`config.mk`:
```
export PLATFORM = sky130hd
export DESIGN_NAME = nmb_queue
export DESIGN_NICKNAME = d
export VERILOG_FILES = /design/src/nmb_pkg.sv /design/src/nmb_queue.sv
export SDC_FILE = /design/constraint.sdc
export NUM_CORES = 1
export LEC_CHECK = 0
export ABC_AREA = 1
export BUFFER_PORTS_ARGS = -buffer_cell sky130_fd_sc_hd__buf_4
export CAP_MARGIN = 5
export CELL_PAD_IN_SITES_DETAIL_PLACEMENT = 0
export CELL_PAD_IN_SITES_GLOBAL_PLACEMENT = 2
export CORE_MARGIN = 2
export CORE_UTILIZATION = 43
export CTS_CLUSTER_DIAMETER = 150
export DETAILED_ROUTE_END_ITERATION = 12
export PLACE_DENSITY = 0.93
export SLEW_MARGIN = 40
export SYNTH_ARGS = -nofsm -noshare
export SYNTH_HDL_FRONTEND = slang
export SYNTH_SLANG_ARGS = --single-unit
export TNS_END_PERCENT = 10
```
`constraint.sdc`:
```
create_clock -name clock -period 3.1 [get_ports clock]
set_input_delay 0.31 -clock clock [delete_from_list [all_inputs] [get_ports clock]]
set_output_delay 0.31 -clock clock [all_outputs]
set_load 0.05 [all_outputs]
```
`src/nmb_pkg.sv`:
```
`default_nettype none
// ----------------------------------------------------------------------------
// nmb_pkg: shared types and constants of the neighbour mean blur
// Image limits, field widths, item codes and the command and result records
// that travel between the front end, the command queue and the back end.
// ----------------------------------------------------------------------------
package nmb_pkg;

   localparam int MAX_WIDTH    = 1024;
   localparam int MAX_HEIGHT   = 4096;
   localparam int COL_W        = $clog2(MAX_WIDTH);
   localparam int DCOL_W       = COL_W + 1;
   localparam int ROW_W        = $clog2(MAX_HEIGHT);
   localparam int PIX_W        = 8;
   localparam int SUM_W        = PIX_W + 3;
   localparam int LINE_W       = 2 * PIX_W;

   localparam int WIDTH_CFG_W  = 11;
   localparam int HEIGHT_CFG_W = 13;
   localparam int CSR_DATA_W   = 13;
   localparam int CSR_INDEX_W  = 1;

   localparam logic [CSR_INDEX_W-1:0] CSR_IMAGE_WIDTH  = 1'd0;
   localparam logic [CSR_INDEX_W-1:0] CSR_IMAGE_HEIGHT = 1'd1;

   localparam logic REQ_PIXEL = 1'b0;
   localparam logic REQ_DRAIN = 1'b1;

   localparam int QUEUE_DEPTH = 4;
   localparam int OUT_DEPTH   = 4;

   // One classified item. For a pixel, col is x and col_l is x-1; for a drain
   // item, col_l, col and col_r are the clamped left, center and right columns.
   typedef struct packed {
      logic             kind;
      logic [PIX_W-1:0] pix;
      logic [COL_W-1:0] col;
      logic [COL_W-1:0] col_l;
      logic [COL_W-1:0] col_r;
      logic [ROW_W-1:0] row;
      logic             emit1;
      logic             emit2;
      logic             edge_l1;
      logic             x_zero;
      logic             top_same;
      logic             last;
   } nmb_cmd_type;

   typedef struct packed {
      logic [PIX_W-1:0] pixel;
      logic [COL_W-1:0] col;
      logic [ROW_W-1:0] row;
      logic             last;
   } nmb_result_type;

endpackage
`default_nettype wire

```
`src/nmb_queue.sv`:
```
`default_nettype none
// ----------------------------------------------------------------------------
// nmb_queue: command queue between front end and back end
// A small register FIFO so that either side may stall without the other.
// ----------------------------------------------------------------------------
module nmb_queue (
   input  wire logic                 clock,
   input  wire logic                 reset,
   input  wire logic                 push,
   input  wire nmb_pkg::nmb_cmd_type push_cmd,
   output logic                      full,
   input  wire logic                 pop,
   output nmb_pkg::nmb_cmd_type      pop_cmd,
   output logic                      not_empty
);
   import nmb_pkg::*;

   localparam int PTR_W = $clog2(QUEUE_DEPTH);
   localparam int CNT_W = $clog2(QUEUE_DEPTH + 1);

   nmb_cmd_type      entries_ff [QUEUE_DEPTH];
   nmb_cmd_type      entries_in [QUEUE_DEPTH];
   logic [PTR_W-1:0] wr_ptr_ff, wr_ptr_in;
   logic [PTR_W-1:0] rd_ptr_ff, rd_ptr_in;
   logic [CNT_W-1:0] count_ff, count_in;

   assign full      = (count_ff == CNT_W'(QUEUE_DEPTH));
   assign not_empty = (count_ff != '0);
   assign pop_cmd   = entries_ff[rd_ptr_ff];

   always_comb begin
      entries_in = entries_ff;
      wr_ptr_in  = wr_ptr_ff;
      rd_ptr_in  = rd_ptr_ff;
      count_in   = count_ff;
      if (push) begin
         entries_in[wr_ptr_ff] = push_cmd;
         wr_ptr_in = wr_ptr_ff + PTR_W'(1);
      end
      if (pop) begin
         rd_ptr_in = rd_ptr_ff + PTR_W'(1);
      end
      count_in = count_ff + (push ? CNT_W'(1) : '0) - (pop ? CNT_W'(1) : '0);
   end

   always_ff @(posedge clock) begin
      entries_ff <= entries_in;
      if (reset) begin
         wr_ptr_ff <= '0;
         rd_ptr_ff <= '0;
         count_ff  <= '0;
      end else begin
         wr_ptr_ff <= wr_ptr_in;
         rd_ptr_ff <= rd_ptr_in;
         count_ff  <= count_in;
      end
   end

endmodule
`default_nettype wire

```
==> results_dict.tcl, run 1 <==
set metrics [dict create \
    status "complete, no violations" \
    grt_overflow_total 0 \
    syn_to_final_growth_pct 24.9 \
    async_reset_ff_share_pct 0 \
    vdd_drop_max_mv 0.555 \
    critPathMaxFanout 64 \
    dieHeight_um 152 \
    numCtsBuffers 24 \
    synth_edf_count 228 \
    synthMuxAreaShare_pct 0 \
    place_ws_ns 1.22 \
    syn_nets 787 \
    setup_viol 0 \
    crit_path_end_kind "primary output" \
    maxClockFrequency_mhz 418 \
    synth_area_um2 9390 \
    wire_per_inst_um 14.3 \
    synthFlopType "edfxtp_1" \
    ant_nets 0 \
    layout_commonest_cell "edfxtp_1" \
    synth.ff_latch_count 235 \
    hold-path-cell-count 1 \
    synth_top_family_by_area "compound AO/OA/AOI/OAI gates" \
    core_area_um2 21600 \
    die_area_um2 23000 \
    clkLatencyLatePin_ns 0.50 \
    row_count 54 \
    startpoint "rd_ptr_ff[1]" \
    hold_violations 0 \
    drt_iter0_drc 258 \
    antenna_found_initial 0 \
    clk_pin_slew_ns 0.06 \
    leakagePower_nw 4.58 \
    drt-total-wl_mm 16.9 \
    dp.final_hpwl_mm 9.66 \
    synthAdderAreaFrac_pct 1.01 \
    drive_gt1_share_pct 18.1 \
    die_x_um 152 \
    grt_pass1_vias 5234 \
    fin_skew_ns 0.00676 \
    start_util_pct 43.4 \
    power.density_nw_per_um2 630 \
    maxSlewHeadroom_pct 55.1 \
    seq_area_frac_synth_pct 74.4 \
    yosys_warnings 0 \
    synth_cell_types 18 \
    reg2reg_from "wr_ptr_ff[0]" \
    top_layer "met4" \
    nets 955 \
    yosysTopAreaCellShare_pct 72.9 \
    min_period_ns 2.39 \
    wl_met1_mm 7.16 \
    synth_compound_area_share_pct 11.2 \
    finalCritPeriodShare_pct 77.2 \
    layout_common_cells "228 x edfxtp_1, 126 x inv_1, 122 x nand2_1, 122 x buf_4, 61 x a21oi_1" \
    syn_inst 719 \
    max-cap-violations 0 \
    r2r-end "entries_ff[197]" \
    cts_sinks 235 \
    clock_path_buffers 3 \
    antenna_cells 0 \
    wl_met2_mm 8.62 \
    htree_levels 1 \
    synthTopCellsByArea "edfxtp_1 73%, inv_1 5.2%, nand2_1 4.9%, o211ai_1 4.6%, a21oi_1 3.3%" \
    r2r_cells 5 \
    grt_pass1_wl_mm 26.3 \
    firstDrtPassIters 4 \
    syn_avg_cell_area_um2 13.1 \
    drcViolationCount 0 \
    worstSetupPathType "register to primary output" \
    yosys.area.top_type "edfxtp_1" \
    synth_xor_area_share_pct 0 \
    io_buffers 119 \
    rsz0062_at_grt "no" \
    crit_required_ns 2.79 \
    hold_path_class "input port to register" \
    track_usage_pct 14.8 \
    regToRegSetupSlack_ns 1.31 \
    setup_ws_ns 0.705 \
    route.met3.wl_um 781 \
    dr_total_vias 5527 \
    gp_congestion 0.725 \
    cts_root_buf "clkbuf_16" \
    crit_path_end "pop_cmd[23]" \
    worst_slew_pin_slew_ns 0.673 \
    io_pins 120 \
    maxSlewViolCount 0 \
    vias_per_cell 4.67 \
    startpoint_type "register" \
    synthSimpleGateAreaFrac_pct 5.14 \
    setup_tns_ns 0 \
    cp_data_arrival_time_ns 2.08 \
    cts_tree "done" \
    grt_max_degree 93 \
]
[critical path, cell delays in order (launching register included)]
cell and delay (ns):
dfxtp_4 0.73, buf_12 0.35, o211ai_1 0.14, nand2_1 0.12
buf_4 0.21
[metal layers]
| metal | up-vias | track usage [%] |
|---|---|---|
| met4 | 0 | 4.40 |
| met3 | 23 | 2.63 |
| met5 | - | 0 |
| met2 | 111 | 26.8 |
| met1 | 2572 | 18.1 |
| li1 | 2821 | - |
[cell families after synthesis]
group | Yosys count
adder cells (fa/ha/maj) | 7
AO/OA/AOI/OAI | 180
flip-flops | 235
AND/OR/NAND/NOR | 128
buffers and inverters | 169
[area by class of cell]
class                           count  area, um^2
Clock buffer                       31         648
Clock inverter                     12        55.1
Fill cell                        1789        9890
Inverter                          130         488
Multi-Input combinational cell    315        1630
Sequential cell                   235        6990
Tap cell                          280         350
Timing Repair Buffer              181        1570
[sequential cells by signal, indices dropped and copies added (netlist names)]
register	cells
entries_ff	228
count_ff	3
rd_ptr_ff	2
wr_ptr_ff	2
[power breakdown]
part	total, mW	switching (mW)	internal, mW
Combinational	1.15	0.781	0.367
Clock	2.55	1.08	1.46
Sequential	3.69	0.0558	3.63
Total	7.38	1.92	5.47
[worst min path at each step]
stage / start / slack (ns) / end
after global placement: reset / 0.50 / count_ff[0]
after CTS: push_cmd[1] / 0.0007 / entries_ff[58]
after detailed placement: reset / 0.50 / count_ff[0]
after floorplan: reset / 0.38 / count_ff[0]
final: push_cmd[5] / 0.02 / entries_ff[62]
after global routing: push_cmd[15] / 0.002 / entries_ff[129]
[synthesized netlist by cell type, types with 2 or more instances]
| cell type | instances |
|---|---|
| a21oi_1 | 61 |
| buf_2 | 16 |
| buf_4 | 5 |
| buf_6 | 14 |
| clkbuf_1 | 3 |
| dfxtp_1 | 7 |
| edfxtp_1 | 228 |
| ha_1 | 6 |
| inv_1 | 130 |
| nand2_1 | 122 |
| nand3_1 | 2 |
| nor2_1 | 4 |
| o211ai_1 | 57 |
| o21ai_0 | 20 |
| o21ai_1 | 41 |
[timing repair]
| item | CTS | global route |
|---|---|---|
| hold buffers | 53 | 0 |
| setup endpoints to repair | 0 | 0 |
| hold endpoints to repair | 199 | 0 |
| gates resized for setup | 0 | 0 |
| buffers inserted | 0 | 0 |
[per-stage QoR]
step | utilization, % | area (um^2) | power (mW) | std cells | hold slack (ns)
CTS | 54.2 | 11700 | 7.48 | 1184 | 0.000688
detailed placement | 48.5 | 10500 | 4.86 | 1088 | 0.498
global route | 54.2 | 11700 | 7.70 | 1184 | 0.00163
global placement | 48.5 | 10500 | 4.85 | 1088 | 0.497
finish | 54.2 | 11700 | 7.38 | 1184 | 0.0216
floorplan | - | 9390 | 4.51 | 719 | 0.381
(Power assumes the default switching activity.)
==> run 2, diff against run 1 <==
CORE_UTILIZATION = 36   (was 43)
PLACE_DENSITY = 0.84   (was 0.93)
clock period = 2.2 ns   (was 3.1 ns; I/O delays follow)
==> run 2 against run 1 <==
  * Routed wire length rose by 3.6%
  * Critical path depth rose by 1
  * Clock skew rose by 0.0021 ns
==> results_dict.tcl, run 2 (synthesis gave the netlist of run 1 again) <==
set metrics [dict create \
    maxSlewViolCount 0 \
    critical-path-top-delay-family "buffers and inverters" \
    layout_commonest_cell "edfxtp_1" \
    grt_overflow_total 0 \
    finalCritPeriodShare_pct 92.9 \
    setup_tns_ns 0 \
    worstSetupPathType "register to primary output" \
    largest_reg_flops 228 \
    fillers 2317 \
    fin_skew_ns 0.00888 \
    clock_path_buffers 3 \
    largest-register "entries_ff" \
    io_pins 120 \
    path_buf_inv 2 \
    layout_common_cells "228 x edfxtp_1, 127 x buf_4, 126 x inv_1, 122 x nand2_1, 61 x a21oi_1" \
    cp_data_arrival_time_ns 1.82 \
    pwr-share-clk_pct 36.5 \
    firstDrtPassIters 4 \
    max-cap-violations 0 \
    crit_chain "buf_16 > a21oi_1 > o21ai_1 > nand2_1 > buf_4" \
    layoutNonFillerInstCount 1256 \
    worst_slew_pin_slew_ns 0.526 \
    max_stage_delay_ns 0.38 \
    clk_pin_slew_ns 0.06 \
    grt_max_degree 117 \
    vdd_drop_max_mv 0.707 \
    drt-total-wl_mm 17.5 \
    nets 970 \
    grt_pass1_wl_mm 27.4 \
    htree_levels 1 \
    ant_nets 0 \
    numCtsBuffers 26 \
    syn_to_final_growth_pct 28.0 \
    die_area_um2 27400 \
    antenna_found_initial 0 \
    multiInputGateArea_um2 1630 \
    drcViolationCount 0 \
    grt_pass1_vias 5378 \
    setup_viol 0 \
    core_area_um2 25800 \
    power_frac_seq_pct 47.9 \
    crit_path_end_kind "primary output" \
    startpoint_type "register" \
    register_area_um2 6990 \
    pwr-share-comb_pct 15.6 \
    critPathMaxFanout 116 \
    status "complete, no violations" \
    hold_violations 0 \
    leakagePower_nw 4.70 \
    cp_slowest_cell "dfxtp_4" \
    io_buffers 119 \
    clkLatencyLatePin_ns 0.51 \
    min_period_ns 2.04 \
    dp.final_hpwl_mm 10.0 \
    cts_root_buf "clkbuf_16" \
    power.density_nw_per_um2 898 \
    dr_total_vias 5617 \
    switching_share_pct 25.7 \
    dieHeight_um 166 \
    hold_path_class "input port to register" \
    rsz0062_at_grt "no" \
    switching_power_mw 2.78 \
    drt_iter0_drc 272 \
    track_usage_pct 12.8 \
    vias_per_cell 4.47 \
    antenna_cells 0 \
    gp_congestion 0.686 \
    crit_required_ns 1.98 \
    maxSlewHeadroom_pct 65.0 \
    p_int_mw 8.02 \
    wire_per_inst_um 14.0 \
    cts_sinks 235 \
    die_x_um 166 \
    drive_gt1_share_pct 19.0 \
    start_util_pct 36.3 \
    dp.cells 1149 \
    largestRegisters "entries_ff x228, count_ff x3" \
    row_count 59 \
    maxClockFrequency_mhz 489 \
    cts_tree "done" \
]
run 2: changes by cell type in the layout (fill, tap and decap cells not counted), sizes merged:
cell	delta
clkbuf	+4
dlygate4sd3	+6
bufinv	+1
buf	+7
clkinvlp	-1
run 2: path summary, 6_finish.rpt:
kind / startpoint / endpoint / slack [ns] / depth (start not counted)
max: rd_ptr_ff[0] / pop_cmd[20] / 0.16 / 5
min: push / wr_ptr_ff[0] / 0.05 / 3
max reg2reg: count_ff[0] / count_ff[2] / 0.67 / 7
min reg2reg: wr_ptr_ff[1] / wr_ptr_ff[1] / 0.55 / 2
run 2: timing repair:
item,in CTS,in global routing
hold buffers,59,0
endpoints found under the setup margin,0,12
setup buffers,0,1
endpoints found under the hold margin,232,0
resized for setup,0,2
run 2: worst register-to-register path: stages (launching register included):
cell,delay [ns]
dfxtp_1,0.32
inv_1,0.05
ha_1,0.26
inv_1,0.04
ha_1,0.18
fa_1,0.38
a21oi_1,0.14
nor2_1,0.06
run 2: through the flow:
step / setup slack [ns] / power (mW) / hold slack (ns) / utilization (%) / cell area (um^2)
global placement: 0.609 / 6.87 / 0.403 / 41.1 / 10600
CTS: 0.0344 / 10.9 / 0.0211 / 46.4 / 12000
global route: 0.00870 / 11.3 / 0.0725 / 46.5 / 12000
detailed placement: 0.600 / 6.88 / 0.409 / 41.1 / 10600
floorplan: 0.0897 / 6.35 / 0.291 / - / 9390
finish: 0.157 / 10.8 / 0.0528 / 46.5 / 12000
run 2: power by group through the flow:
stage                     Sequential, mW  Combinational [mW]  Clock, mW
after floorplan                     5.26                1.09          0
after global routing                5.19                1.82       4.25
after global placement              5.27                1.60          0
after detailed placement            5.27                1.61          0
final                               5.18                1.68       3.94
after CTS                           5.18                1.69       4.07
run 2: area by class of cell:
cell class                      count  area share (%)
Sequential cell                   235            58.2
Timing Repair Buffer              194            14.2
Multi-Input combinational cell    315            13.5
Clock buffer                       35            5.87
Inverter                          130            4.06
Tap cell                          335            3.49
Clock inverter                     12           0.666
run 2: layer usage:
metal / wire, um / GRT usage [%] / vias up
li1: - / - / 2858
met1: 7580 / 16.0 / 2620
met2: 8720 / 22.4 / 107
met3: 806 / 2.57 / 32
met4: 420 / 3.88 / 0
met5: 0 / 0 / -
