## config.mk

```make
export PLATFORM = sky130hd
export DESIGN_NAME = nmb_front
export DESIGN_NICKNAME = d
export VERILOG_FILES = /design/src/nmb_pkg.sv /design/src/nmb_front.sv
export SDC_FILE = /design/constraint.sdc
export NUM_CORES = 1
export LEC_CHECK = 0
export ABC_AREA = 0
export BUFFER_PORTS_ARGS = -buffer_cell sky130_fd_sc_hd__buf_2
export CAP_MARGIN = 40
export CORE_UTILIZATION = 61
export CTS_CLUSTER_SIZE = 16
export DETAILED_ROUTE_END_ITERATION = 6
export PLACE_DENSITY = 0.83
export SLEW_MARGIN = 5
export SYNTH_ARGS = -nofsm -noshare
export SYNTH_HDL_FRONTEND = slang
export SYNTH_SLANG_ARGS = --single-unit
```

## constraint.sdc

```tcl
create_clock -name clock -period 7.4 [get_ports clock]
set_input_delay 0 -clock clock [delete_from_list [all_inputs] [get_ports clock]]
set_output_delay 0 -clock clock [all_outputs]
set_load 0.01 [all_outputs]
```

## src/nmb_pkg.sv

```systemverilog
`default_nettype none
// ----------------------------------------------------------------------------
// nmb_pkg: shared types and constants of the neighbour mean blur
// Image limits, field widths, item codes and the command and result records
// that travel between the front end, the command queue and the back end.
// ----------------------------------------------------------------------------
package nmb_pkg;

   localparam int MAX_WIDTH    = 1024;
   localparam int MAX_HEIGHT   = 4096;
   localparam int COL_W        = $clog2(MAX_WIDTH);
   localparam int DCOL_W       = COL_W + 1;
   localparam int ROW_W        = $clog2(MAX_HEIGHT);
   localparam int PIX_W        = 8;
   localparam int SUM_W        = PIX_W + 3;
   localparam int LINE_W       = 2 * PIX_W;

   localparam int WIDTH_CFG_W  = 11;
   localparam int HEIGHT_CFG_W = 13;
   localparam int CSR_DATA_W   = 13;
   localparam int CSR_INDEX_W  = 1;

   localparam logic [CSR_INDEX_W-1:0] CSR_IMAGE_WIDTH  = 1'd0;
   localparam logic [CSR_INDEX_W-1:0] CSR_IMAGE_HEIGHT = 1'd1;

   localparam logic REQ_PIXEL = 1'b0;
   localparam logic REQ_DRAIN = 1'b1;

   localparam int QUEUE_DEPTH = 4;
   localparam int OUT_DEPTH   = 4;

   // One classified item. For a pixel, col is x and col_l is x-1; for a drain
   // item, col_l, col and col_r are the clamped left, center and right columns.
   typedef struct packed {
      logic             kind;
      logic [PIX_W-1:0] pix;
      logic [COL_W-1:0] col;
      logic [COL_W-1:0] col_l;
      logic [COL_W-1:0] col_r;
      logic [ROW_W-1:0] row;
      logic             emit1;
      logic             emit2;
      logic             edge_l1;
      logic             x_zero;
      logic             top_same;
      logic             last;
   } nmb_cmd_type;

   typedef struct packed {
      logic [PIX_W-1:0] pixel;
      logic [COL_W-1:0] col;
      logic [ROW_W-1:0] row;
      logic             last;
   } nmb_result_type;

endpackage
`default_nettype wire

```

## src/nmb_front.sv

```systemverilog
`default_nettype none
// ----------------------------------------------------------------------------
// nmb_front: configuration, raster counters and item classification
// Accepts items, tracks the raster position and the drain column, drops
// items that do not fit the frame state and queues the rest as commands.
// ----------------------------------------------------------------------------
module nmb_front (
   input  wire logic                            clock,
   input  wire logic                            reset,
   input  wire logic                            csr_wr_en,
   input  wire logic [nmb_pkg::CSR_INDEX_W-1:0] csr_index,
   input  wire logic [nmb_pkg::CSR_DATA_W-1:0]  csr_wdata,
   input  wire logic                            req_valid,
   output logic                                 req_stall,
   input  wire logic                            req_type,
   input  wire logic [nmb_pkg::PIX_W-1:0]       req_pixel_in,
   input  wire logic                            queue_full,
   output logic                                 push,
   output nmb_pkg::nmb_cmd_type                 push_cmd
);
   import nmb_pkg::*;

   logic [WIDTH_CFG_W-1:0]  width_cfg_ff, width_cfg_in;
   logic [HEIGHT_CFG_W-1:0] height_cfg_ff, height_cfg_in;
   logic [COL_W-1:0]        in_col_ff, in_col_in;
   logic [ROW_W-1:0]        in_row_ff, in_row_in;
   logic [DCOL_W-1:0]       drain_col_ff, drain_col_in;
   logic                    frame_done_ff, frame_done_in;

   logic [COL_W-1:0]        wlast;
   logic [ROW_W-1:0]        hlast;
   logic [COL_W-1:0]        x;
   logic [ROW_W-1:0]        y;
   logic [COL_W-1:0]        c;
   logic                    accept;
   logic                    is_drain;

   // Effective size, saturated into the legal range, kept as last index.
   always_comb begin
      if (width_cfg_ff == '0) begin
         wlast = '0;
      end else if (width_cfg_ff > WIDTH_CFG_W'(MAX_WIDTH)) begin
         wlast = COL_W'(MAX_WIDTH - 1);
      end else begin
         wlast = COL_W'(width_cfg_ff - WIDTH_CFG_W'(1));
      end
      if (height_cfg_ff == '0) begin
         hlast = '0;
      end else if (height_cfg_ff > HEIGHT_CFG_W'(MAX_HEIGHT)) begin
         hlast = ROW_W'(MAX_HEIGHT - 1);
      end else begin
         hlast = ROW_W'(height_cfg_ff - HEIGHT_CFG_W'(1));
      end
   end

   always_comb begin
      x = (in_col_ff > wlast) ? wlast : in_col_ff;
      y = (in_row_ff > hlast) ? hlast : in_row_ff;
      c = (drain_col_ff > {1'b0, wlast}) ? wlast : drain_col_ff[COL_W-1:0];

      req_stall = queue_full;
      accept    = req_valid && !req_stall;
      is_drain  = (req_type == REQ_DRAIN);
      // Pixels count only before the frame is complete, drains only after it.
      push      = accept && (is_drain == frame_done_ff);

      push_cmd.pix = req_pixel_in;
      if (!is_drain) begin
         push_cmd.kind     = REQ_PIXEL;
         push_cmd.col      = x;
         push_cmd.col_l    = x - COL_W'(1);
         push_cmd.col_r    = x;
         push_cmd.row      = y - ROW_W'(1);
         push_cmd.emit1    = (y != '0) && (x != '0);
         push_cmd.emit2    = (y != '0) && (x == wlast);
         push_cmd.edge_l1  = (x == COL_W'(1));
         push_cmd.x_zero   = (x == '0);
         push_cmd.top_same = (y < ROW_W'(2));
         push_cmd.last     = 1'b0;
      end else begin
         push_cmd.kind     = REQ_DRAIN;
         push_cmd.col      = c;
         push_cmd.col_l    = (c == '0) ? c : c - COL_W'(1);
         push_cmd.col_r    = (c == wlast) ? c : c + COL_W'(1);
         push_cmd.row      = hlast;
         push_cmd.emit1    = 1'b0;
         push_cmd.emit2    = 1'b0;
         push_cmd.edge_l1  = 1'b0;
         push_cmd.x_zero   = 1'b0;
         push_cmd.top_same = (hlast == '0);
         push_cmd.last     = (c == wlast);
      end
   end

   always_comb begin
      width_cfg_in  = width_cfg_ff;
      height_cfg_in = height_cfg_ff;
      in_col_in     = in_col_ff;
      in_row_in     = in_row_ff;
      drain_col_in  = drain_col_ff;
      frame_done_in = frame_done_ff;

      if (csr_wr_en) begin
         unique case (csr_index)
            CSR_IMAGE_WIDTH:  width_cfg_in  = csr_wdata[WIDTH_CFG_W-1:0];
            CSR_IMAGE_HEIGHT: height_cfg_in = csr_wdata[HEIGHT_CFG_W-1:0];
         endcase
      end

      if (push && !is_drain) begin
         if (x == wlast) begin
            in_col_in = '0;
            if (y == hlast) begin
               frame_done_in = 1'b1;
            end else begin
               in_row_in = y + ROW_W'(1);
            end
         end else begin
            in_col_in = x + COL_W'(1);
         end
      end

      if (push && is_drain) begin
         if (c == wlast) begin
            in_col_in     = '0;
            in_row_in     = '0;
            drain_col_in  = '0;
            frame_done_in = 1'b0;
         end else begin
            drain_col_in = {1'b0, c} + DCOL_W'(1);
         end
      end
   end

   always_ff @(posedge clock) begin
      if (reset) begin
         width_cfg_ff  <= WIDTH_CFG_W'(1024);
         height_cfg_ff <= HEIGHT_CFG_W'(1024);
         in_col_ff     <= '0;
         in_row_ff     <= '0;
         drain_col_ff  <= '0;
         frame_done_ff <= 1'b0;
      end else begin
         width_cfg_ff  <= width_cfg_in;
         height_cfg_ff <= height_cfg_in;
         in_col_ff     <= in_col_in;
         in_row_ff     <= in_row_in;
         drain_col_ff  <= drain_col_in;
         frame_done_ff <= frame_done_in;
      end
   end

endmodule
`default_nettype wire

```

==> impl_metrics.toml, run 1 <==
[hold_path]
worstHoldPathType = "input port to primary output"

[synth]
synth_area_leader_cell = "dfxtp_1"
avgSynthCellArea_um2 = 7.03
ys_seq_area_frac = 0.163
synth_adder_area_share = 0.0812
yosysWarnings = 0
synth_area_um2 = 7120
synthFlopType = "dfxtp_1"
muxShareOfSynthArea = 0.0615
synthDistinctLibCells = 78
ys_async_sr_fraction = 0
synthXorXnorAreaFrac = 0.0824
synth-compound-area-share = 0.248
syn_nets = 1083
yosys.area_share.simple = 0.289
synthCells = 1012
synth_top_area_frac = 0.163
synth_seq_cells = 58
synth_top_family_by_area = "simple AND/OR/NAND/NOR gates"
synth_area_leaders = "dfxtp_1 16%, ha_1 7.6%, a21oi_1 6.7%, nand2_1 6.3%, xnor2_1 6.0%"
synth_edf_count = 0

[sta]
fin_crit_sh = 0.886
slew_headroom = 0.346
fin_crit_ps = 6560
final-setup-viol-count = 0
grt_setup_unrepaired = "no"
fin_tns_setup_ps = 0
hold_violations = 0
max_freq_ghz = 0.153
finalMaxSlewViolations = 0
tightest_slew_ps = 979
fin_skew_ps = 10.3
setup_ws_ps = 844

[detailed_routing]
post_drt_wl_per_cell_um = 18.7
totalWireLength_um = 22200
vias = 7850
first_iter_violations = 731
first_pass_iters = 5
viasPerCell = 6.63
drc = 0
ant_nets = 0

[clocking]
cts_root_buffer = "clkbuf_16"
cts_max_level = 3
cts_buffers = 9
clk_latency_ps = 350
post_cts_buffers = 0
cts_buffer_depth = 2
cts.sink_count = 58
cts_tree = "built"
cts_resized = 0
path_clk_slew_ps = 50

[layout]
syn_to_final_growth_pct = 10.3
final_nets = 1107
antenna_cells = 0
drive_above_1_share = 0.117
most-common-layout-cells = "119 x nand2_1, 96 x a21oi_1, 75 x nor2_1, 70 x buf_2, 58 x dfxtp_1"
final_common_cell = "nand2_1"

[worst_setup_path]
crit_fanout = 28
required_ps = 7400
worst_setup_path_start_kind = "flip-flop"
rrSetupSlack_ps = 1980
max_stage_delay_ps = 640
worstPathArrival_ps = 6560
slowest_stage = "mux2i_1"
crit_chain = "inv_1, ha_1, nor2b_1, nand3_1, maj3_1, inv_1, ha_1, nor2b_1, o21a_1, o21bai_1, a31o_2, mux2i_1, ha_1, nand2_1, nor4_1, o211ai_1, nor3b_1, xnor2_1, mux2i_1, buf_2"
path_class = "flip-flop to primary output"
critPathMostFrequentCell = "ha_1"
cp-end-kind = "primary output"

[placement]
post-place-ws_ps = 1430
routabilityCongestion = 1.01
port_buffers = 70
dp_hpwl_um = 15800

[die]
core_area_um2 = 11400
initial_core_util = 0.623
fp-row-count = 39
die-area_um2 = 12100
die_height_um = 110
ios = 87
die_x_um = 110

[grt]
grt_pass1_vias = 6751
grt_antenna_before_repair = 0
grt_usage = 0.369
grt_pass1_wl_um = 34400
grt_max_degree = 81
overflow = 0

[pwr]
leakage_nw = 3.22
power_density_nw_per_um2 = 146
ir_worst_vdd_v = 0.000137

[job]
drv_cap = 0

[status]
outcome = "complete, no violations"
cells in the mapped netlist (7+ instances only):
cell type / instances
nand2_1: 119
clkbuf_1: 56
o21a_1: 9
mux2i_1: 37
nor2b_1: 15
or3_1: 17
a21oi_1: 96
and3_1: 14
or4_1: 9
nand2b_1: 12
nor3_1: 31
buf_2: 8
nor4_1: 14
xor2_1: 18
a31oi_1: 7
nand3_1: 28
o31ai_1: 9
dfxtp_1: 58
nor2_1: 75
inv_1: 45
nand4_1: 21
xnor2_1: 49
ha_1: 43
a211oi_1: 10
o211ai_1: 12
and2_1: 14
buf_4: 12
a21o_1: 11
o21ai_0: 49
worst max-delay path: cells and delay by family, from the launching register on:
kind	cells	cell delay (ps)
AND/OR/NAND/NOR	6	1550
adder cells (fa/ha/maj)	4	1510
AO/OA/AOI/OAI	4	1290
multiplexers	2	840
buffers and inverters	3	480
flip-flops	1	390
XOR/XNOR	1	130
cells by family after synthesis:
family	Yosys count
xor+xnor	67
fa+ha+maj	47
compound gates	271
simple gates	401
buf+inv	125
flops	58
mux	43
what timing repair did:
item | CTS | global route
endpoints found under the setup margin | 0 | 0
hold endpoints to repair | 24 | 0
hold buffers | 13 | 0
per-stage QoR:
stage	total power [mW]	hold slack, ps	util	area, um2	instances
floorplan	0.566	74.3	-	7120	1012
global placement	0.637	0.0686	0.646	7380	1155
detailed placement	0.641	0.0686	0.646	7380	1155
CTS	1.13	0.0686	0.687	7850	1184
global route	1.19	0.0173	0.687	7850	1184
finish	1.14	0.00371	0.687	7850	1184
per-layer routing:
metal  part of all wire  global-route usage  wire, um
met4              0.051               0.227      1130
met5                  0                   0         0
met2               0.46               0.576     10200
met1               0.40               0.470      8860
met3              0.088              0.0664      1950
where the power goes:
| group | total (mW) | leakage (nW) | internal, mW | switching, mW |
|---|---|---|---|---|
| clock | 0.493 | 0.166 | 0.329 | 0.164 |
| combinational | 0.314 | 2.58 | 0.119 | 0.195 |
| sequential | 0.338 | 0.470 | 0.320 | 0.0185 |
| total | 1.14 | 3.22 | 0.767 | 0.378 |
registers in the layout, summed over array words and instances (netlist names):
register / count
in_row_ff: 12
width_cfg_ff: 11
in_col_ff: 10
drain_col_ff: 11
height_cfg_ff: 13
frame_done_ff: 1
final timing paths:
check,from,endpoint,cells past startpoint
hold reg to reg,drain_col_ff[10],drain_col_ff[10],2
setup / recovery,width_cfg_ff[0],push_cmd[35],20
hold / removal,req_pixel_in[3],push_cmd[51],0
setup reg to reg,width_cfg_ff[0],drain_col_ff[6],18
cell type report:
cell class	count	area, um2
clock inverters	7	116
fillers	984	3570
inverters	46	173
flip-flops and latches	58	1160
clock buffers	9	225
repair buffers	92	548
well taps	143	179
multi-input cells	829	5450
No activity file was read; power rests on OpenSTA's default activity.
==> run 2, diff against run 1 <==
--- a/config.mk
+++ b/config.mk
@@ -8,10 +8,12 @@
 export ABC_AREA = 0
 export BUFFER_PORTS_ARGS = -buffer_cell sky130_fd_sc_hd__buf_2
 export CAP_MARGIN = 40
-export CORE_UTILIZATION = 61
+export CELL_PAD_IN_SITES_DETAIL_PLACEMENT = 0
+export CELL_PAD_IN_SITES_GLOBAL_PLACEMENT = 1
+export CORE_UTILIZATION = 44
 export CTS_CLUSTER_SIZE = 16
 export DETAILED_ROUTE_END_ITERATION = 6
-export PLACE_DENSITY = 0.83
+export PLACE_DENSITY_LB_ADDON = 0.1
 export SLEW_MARGIN = 5
 export SYNTH_ARGS = -nofsm -noshare
 export SYNTH_HDL_FRONTEND = slang
==> run 2 against run 1 <==
Net effect: via count shrank 5.1%; die area increased by 38%; power is 1.9% lower; register-to-register slack better by 60 ps; clock skew is essentially flat; critical path type unchanged; largest power group unchanged.
==> impl_metrics.toml, run 2 (synthesis gave the netlist of run 1 again) <==
[layout]
drive_above_1_share = 0.116
post-route-util = 0.501
top_regs = "height_cfg_ff x13, in_row_ff x12"
final_common_cell = "nand2_1"
largest_reg_flops = 13
syn_to_final_growth_pct = 11.4
largest_register = "height_cfg_ff"
most-common-layout-cells = "119 x nand2_1, 96 x a21oi_1, 75 x nor2_1, 70 x buf_2, 58 x dfxtp_1"
antenna_cells = 0
final_nets = 1107

[sta]
max_freq_ghz = 0.154
tightest_slew_ps = 873
grt_setup_unrepaired = "no"
fin_tns_setup_ps = 0
fin_crit_ps = 6480
finalMaxSlewViolations = 0
fin_crit_sh = 0.876
slew_headroom = 0.410
fin_skew_ps = 10.3
hold_violations = 0
final-setup-viol-count = 0

[worst_setup_path]
crit_chain = "inv_1, ha_1, nor2b_1, nand3_1, maj3_1, inv_1, ha_1, nor2b_1, o21a_1, o21bai_1, a31o_2, mux2i_1, ha_1, nand2_1, nor4_1, o211ai_1, nor3b_1, xnor2_1, mux2i_1, buf_2"
startpoint = "width_cfg_ff[0]"
critPathMostFrequentCell = "ha_1"
crit_buf_inv = 3
rrSetupSlack_ps = 2040
required_ps = 7400
reg2reg_from = "width_cfg_ff[0]"
cp_top_family = "adder cells"
crit_fanout = 28
slowest_stage = "mux2i_1"
max_stage_delay_ps = 650
worstPathArrival_ps = 6480
path_class = "flip-flop to primary output"
cp-end-kind = "primary output"
worst_setup_path_start_kind = "flip-flop"

[grt]
overflow = 0
grt_antenna_before_repair = 0
grt_pass1_vias = 6976
grt_usage = 0.290
grt_pass1_wl_um = 37400
grt_max_degree = 81

[detailed_routing]
first_pass_iters = 7
viasPerCell = 5.93
totalWireLength_um = 23900
post_drt_wl_per_cell_um = 19.0
vias = 7450
drc = 0
first_iter_violations = 533
ant_nets = 0

[clocking]
clk_latency_ps = 340
cts_root_buffer = "clkbuf_16"
cts.sink_count = 58
cts_max_level = 3
cts_tree = "built"
cts_buffers = 9
cts_buffer_depth = 2
path_clk_slew_ps = 50
post_cts_buffers = 0

[die]
die-area_um2 = 16700
die_height_um = 129
core_area_um2 = 15800
fp-row-count = 46
ios = 87
die_x_um = 129
initial_core_util = 0.450

[job]
drv_cap = 0

[pwr]
leakage_nw = 3.21
ir_worst_vdd_v = 0.0000921
power_density_nw_per_um2 = 142

[hold_path]
worstHoldPathType = "input port to primary output"
hp-start = "req_pixel_in[1]"

[placement]
dp_hpwl_um = 17900
port_buffers = 70
routabilityCongestion = 0.887

[status]
outcome = "complete, no violations"
## run 2: cell count changes in the layout (fill, tap and decap cells not counted)
cell	change
bufinv_16	-1
clkbuf_1	+1
clkbuf_8	+2
clkinv_2	-1
clkinv_4	+1
clkinvlp_4	-1
inv_6	-1
## run 2: report_power, final
group | total (mW) | switching [mW] | internal [mW]
Sequential | 0.339 | 0.0188 | 0.320
Clock | 0.467 | 0.154 | 0.313
Combinational | 0.318 | 0.199 | 0.119
Total | 1.12 | 0.372 | 0.751
## run 2: final timing paths
path | endpoint | cells past startpoint
worst max-delay path | push_cmd[35] | 20
worst min-delay path | push_cmd[49] | 0
worst max register to register | drain_col_ff[6] | 18
worst min register to register | frame_done_ff | 1
## run 2: final cells by class
class | count | area (um2)
fill | 1650 | 7900
tap | 216 | 270
clock buffer | 12 | 256
inverter | 46 | 173
timing repair buffer | 92 | 548
clock inverter | 4 | 73.8
sequential | 58 | 1160
multi-input combinational | 829 | 5450
## run 2: through the flow
step / std cells / power (mW) / hold slack, ps / setup WS [ps] / area [um2]
floorplan: 1012 / 0.566 / 74.3 / 1810 / 7120
global placement: 1227 / 0.653 / 0.0686 / 1460 / 7460
detailed placement: 1228 / 0.651 / 0.0686 / 1390 / 7470
CTS: 1257 / 1.13 / 0.0686 / 1030 / 7930
global route: 1257 / 1.17 / 0.0235 / 376 / 7930
finish: 1257 / 1.12 / 0.00335 / 918 / 7930
## run 2: repair_timing
item,CTS,global route
endpoints found under the hold margin,24,0
resized for setup,0,0
hold buffers,13,0
## run 2: per-layer routing
layer | track usage | share of wire | vias up
li1 | - | - | 3715
met1 | 0.368 | 0.44 | 3462
met2 | 0.489 | 0.48 | 232
met3 | 0.0392 | 0.051 | 41
met4 | 0.125 | 0.028 | 0
met5 | 0 | 0 | -
